$ cat src/rtl/core/fba_pkg.sv
`default_nettype none
package fba_pkg;

    localparam int CFG_W          = 17;
    localparam int OP_W           = 2;
    localparam int FRAME_W        = 36;
    localparam int FREE_W         = 16;
    localparam int WORD_W         = 32;
    localparam int BIT_W          = 5;
    localparam int HINT_W         = 17;
    localparam int WIDX_W         = CFG_W - BIT_W;
    localparam int MAX_FRAMES_DEF = 65536;

    localparam logic [OP_W-1:0] OP_MARK_USED = 2'd0;
    localparam logic [OP_W-1:0] OP_MARK_FREE = 2'd1;
    localparam logic [OP_W-1:0] OP_FIND      = 2'd2;

    typedef struct packed {
        logic [OP_W-1:0]    operation;
        logic [FRAME_W-1:0] frame_number;
    } t_req;

    typedef struct packed {
        logic              found;
        logic [FREE_W-1:0] free_frame;
    } t_rsp;

    typedef struct packed {
        logic [WORD_W-1:0] word;
        logic              has_zero;
        logic [BIT_W-1:0]  zero_pos;
    } t_unit_res;

endpackage
`default_nettype wire

$ cat src/rtl/core/fba_word_unit.sv
`default_nettype none
module fba_word_unit import fba_pkg::*; (
    input  wire logic [WORD_W-1:0] i_word,
    input  wire logic [BIT_W-1:0]  i_bit,
    input  wire logic              i_clear,
    output t_unit_res              o_res
);

    logic [WORD_W-1:0] bit_mask;
    logic [WORD_W-1:0] low_zero;
    logic [BIT_W-1:0]  pos;

    assign bit_mask = WORD_W'(1) << i_bit;
    // one-hot of the lowest clear bit
    assign low_zero = ~i_word & (i_word + WORD_W'(1));

    always_comb begin
        pos = '0;
        for (int k = 0; k < WORD_W; k++) begin
            if (low_zero[k]) begin
                pos = pos | BIT_W'(k);
            end
        end
    end

    always_comb begin
        o_res.word     = i_clear ? (i_word & ~bit_mask) : (i_word | bit_mask);
        o_res.has_zero = (i_word != '1);
        o_res.zero_pos = pos;
    end

endmodule
`default_nettype wire

$ cat config.mk
export PLATFORM = sky130hd
export DESIGN_NAME = fba_word_unit
export DESIGN_NICKNAME = d
export VERILOG_FILES = /design/src/rtl/core/fba_pkg.sv /design/src/rtl/core/fba_word_unit.sv
export SDC_FILE = /design/constraint.sdc
export NUM_CORES = 1
export LEC_CHECK = 0
export BUFFER_PORTS_ARGS = -buffer_cell sky130_fd_sc_hd__buf_2
export CAP_MARGIN = 20
export CORE_UTILIZATION = 26
export DETAILED_ROUTE_END_ITERATION = 16
export PLACE_DENSITY = 0.65
export SETUP_SLACK_MARGIN = 0.2
export SLEW_MARGIN = 20
export SYNTH_ARGS = -nofsm -noshare
export SYNTH_HDL_FRONTEND = slang
export SYNTH_SLANG_ARGS = --single-unit
$ cat constraint.sdc
create_clock -name vclk -period 5.27
set_input_delay 0.7905 -clock vclk [all_inputs]
set_output_delay 0.7905 -clock vclk [all_outputs]
set_load 0.02 [all_outputs]
==> metrics.log <==
[metrics] Setup TNS: 0 ns
[metrics] mux share of post-synthesis cell area: 0%
[metrics] antenna violation net count after detailed routing: 0
[metrics] most common cell after layout, fill and taps aside: buf_2
[metrics] via count of the first global-routing pass: 1542
[metrics] count of buffers added by post-CTS timing repair for setup: 0
[metrics] utilization after layout: 37.5%
[metrics] global-route total usage across every layer: 18.7%
[metrics] number of top-level pins: 76
[metrics] cell family with the largest share of critical-path delay: simple AND/OR/NAND/NOR gates
[metrics] initial core utilization: 27.9%
[metrics] cell types occupying the most area after synthesis: a21oi_1 16%, nor2_1 11%, a31oi_1 10%, nand2_1 5.9%, nand3_1 5.2%
[metrics] sequential area share after synthesis: 0%
[metrics] first-pass GRT wire length: 6990 um
[metrics] full die area: 0.00468 sq mm
[metrics] achievable frequency: 300 MHz
[metrics] cells resized by post-CTS repair: 0
[metrics] fin. max-slew vios: 0
[metrics] growth of design area from synthesis to finish: 34.7%
[metrics] Critical Path AT: 2.54 ns
[metrics] Required @ worst endpoint: 4.48 ns
[metrics] initial antenna violation count: 0
[metrics] category of the worst setup path capture point: output pin
[metrics] DR pass1 iterations: 5
[metrics] crit path max fanout: 9
[metrics] leakage power of the design: 0.677 nW
[metrics] compound-gate portion of the synthesized area: 43.0%
[metrics] area share of the largest cell type after synthesis: 15.7%
[metrics] Buf+Inv Stages, Crit Path: 2
[metrics] routability congestion estimate from global placement: 0.934
[metrics] dpl hpwl: 3700 um
[metrics] share of layout cells above drive strength 1: 29.5%
[metrics] number of I/O port buffers: 76
[metrics] vias post-DR: 1796
[metrics] sequence of cells on the critical path: buf_2, nand3_1, nor4_4, nand2_1, o31ai_1, nand4b_1, buf_2
[metrics] placed inst area: 0.00154 sq mm
[metrics] main combinational cell family by area after synthesis: simple AND/OR/NAND/NOR gates
[metrics] count of final setup violators: 0
[metrics] unique cell type count in the Yosys netlist: 37
[metrics] worst min path class: in2out
[metrics] CP dominant cell by count: buf_2
[metrics] busiest layer in global routing: met2
[metrics] xor-xnor portion of the synthesized cell area: 0%
[metrics] overall routed net length: 4540 um
[metrics] Worst Max-Slew Pin Slew: 0.596 ns
[metrics] diodes inserted: 0
[metrics] most frequent cells in the layout: 76 x buf_2, 36 x a21oi_1, 35 x nor2_1, 19 x a31oi_1, 18 x nand2_1
[metrics] unrepaired setup endpoints after global routing: no
[metrics] GR Overflow Total: 0
[metrics] outcome: complete, no violations
[metrics] number of instances in the synthesized netlist: 211
[metrics] post-detailed-route DRC marker count: 0
[metrics] slowest stage delay, CP: 0.55 ns
[metrics] Relative slew margins: 60.1%
[metrics] Final Total Pwr: 123 uW
[metrics] classification of the worst setup path: in2out
[metrics] share of synthesized cell area in and, or, nand and nor gates: 50.1%
[metrics] area of the mapped netlist: 0.00115 sq mm
[metrics] final-report hold violation count: 0
[metrics] syn_nets: 249
[metrics] die span in x: 68.4 um
[metrics] Detailed Route Iter0 Violations: 111
[metrics] register area: 0 sq um
[metrics] final design area excluding fillers: 0.00154 sq mm
[metrics] Routed wire per std cell: 14.0 um
[metrics] critical-path cell with the highest stage delay: nor4_4
[metrics] met3 usage in global routing: 1.33%
[metrics] count of max-cap constraint violations: 0
[metrics] maximum number of pins on one net before global-route repair: 33
[metrics] via density per instance: 5.53
[metrics] library cell occupying the most area in the post-synthesis netlist: a21oi_1
[metrics] maximum vdd drop: 0.0235 mV
[metrics] met1 track utilization from global routing: 26.0%
[metrics] vertical die dimension: 68.4 um
[metrics] startpoint type of the worst setup path: primary input
[metrics] total number of nets in the final design: 315
[metrics] sequential cell count of the final layout: 0
[metrics] synthesized-area fraction occupied by adder cells: 0%
[metrics] YS warnings: 0
[metrics] mean post-synth cell area: 5.43 sq um
[metrics] power density cells: 79.7 mW/mm^2
[metrics] minimum period implied by the final worst setup slack: 3.34 ns
[metrics] final-layout clock buffer total: 0
[metrics] count of hold buffers inserted by post-cts repair: 0
[metrics] placement row count: 23
[metrics] core footprint: 0.00412 sq mm
[metrics] met2 demand-to-capacity share in global routing: 32.5%
[metrics] final critical-path share of the clock period: 63.3%
[tightest hold or removal path: stages]
cell and delay [ns]:
buf_2 0.12, nor2_1 0.10, a21oi_1 0.04, buf_2 0.15
[per-layer routing]
layer | wire length [um] | share of wire, %
met1 | 2110 | 46
met2 | 2010 | 44
met3 | 385 | 8.5
met4 | 31 | 0.68
met5 | 0 | 0
[cells in the mapped netlist (all sizes together), types with 2 or more instances]
| cell | instances |
|---|---|
| nand3 | 12 |
| nor4 | 3 |
| a31oi | 19 |
| o21ai | 10 |
| nand2b | 6 |
| o211ai | 2 |
| clkbuf | 12 |
| and3 | 2 |
| nand2 | 18 |
| nor2 | 35 |
| nand4 | 8 |
| nor2b | 2 |
| a21oi | 36 |
| and3b | 2 |
| nor3 | 8 |
| o31ai | 4 |
| o311ai | 2 |
| a211oi | 2 |
| nand4b | 3 |
| a21boi | 2 |
| inv | 9 |
| or3b | 2 |
[where the power goes]
part           internal [mW]  switching, mW  leakage (nW)
Clock                      0              0             0
Combinational         0.0409         0.0822         0.677
Sequential                 0              0             0
[kinds of logic after synthesis]
group	Yosys count
and+or+nand+nor	107
AOI/OAI and AO/OA	83
buffers and inverters	21
[per-stage QoR]
step	std cells	hold WS, ns	setup WS, ns
4_1_cts	325	1.98	1.98
2_1_floorplan	211	1.73	2.33
3_3_place_gp	325	1.98	1.99
3_5_place_dp	325	1.98	1.98
6_report	325	1.98	1.93
5_1_grt	325	2.02	1.86
[layout make-up]
type                       count  area [sq um]
fill                         486          2570
inverter                       9          33.8
timing repair buffer          76           380
tap                           50          62.6
multi-input combinational    190          1070
[final timing paths]
check | startpoint | end | slack [ns] | cells after the start
max | i_word[5] | o_res[4] | 1.93 | 7
min | i_word[6] | o_res[12] | 1.98 | 4
Power figures use the tool's default switching activity.
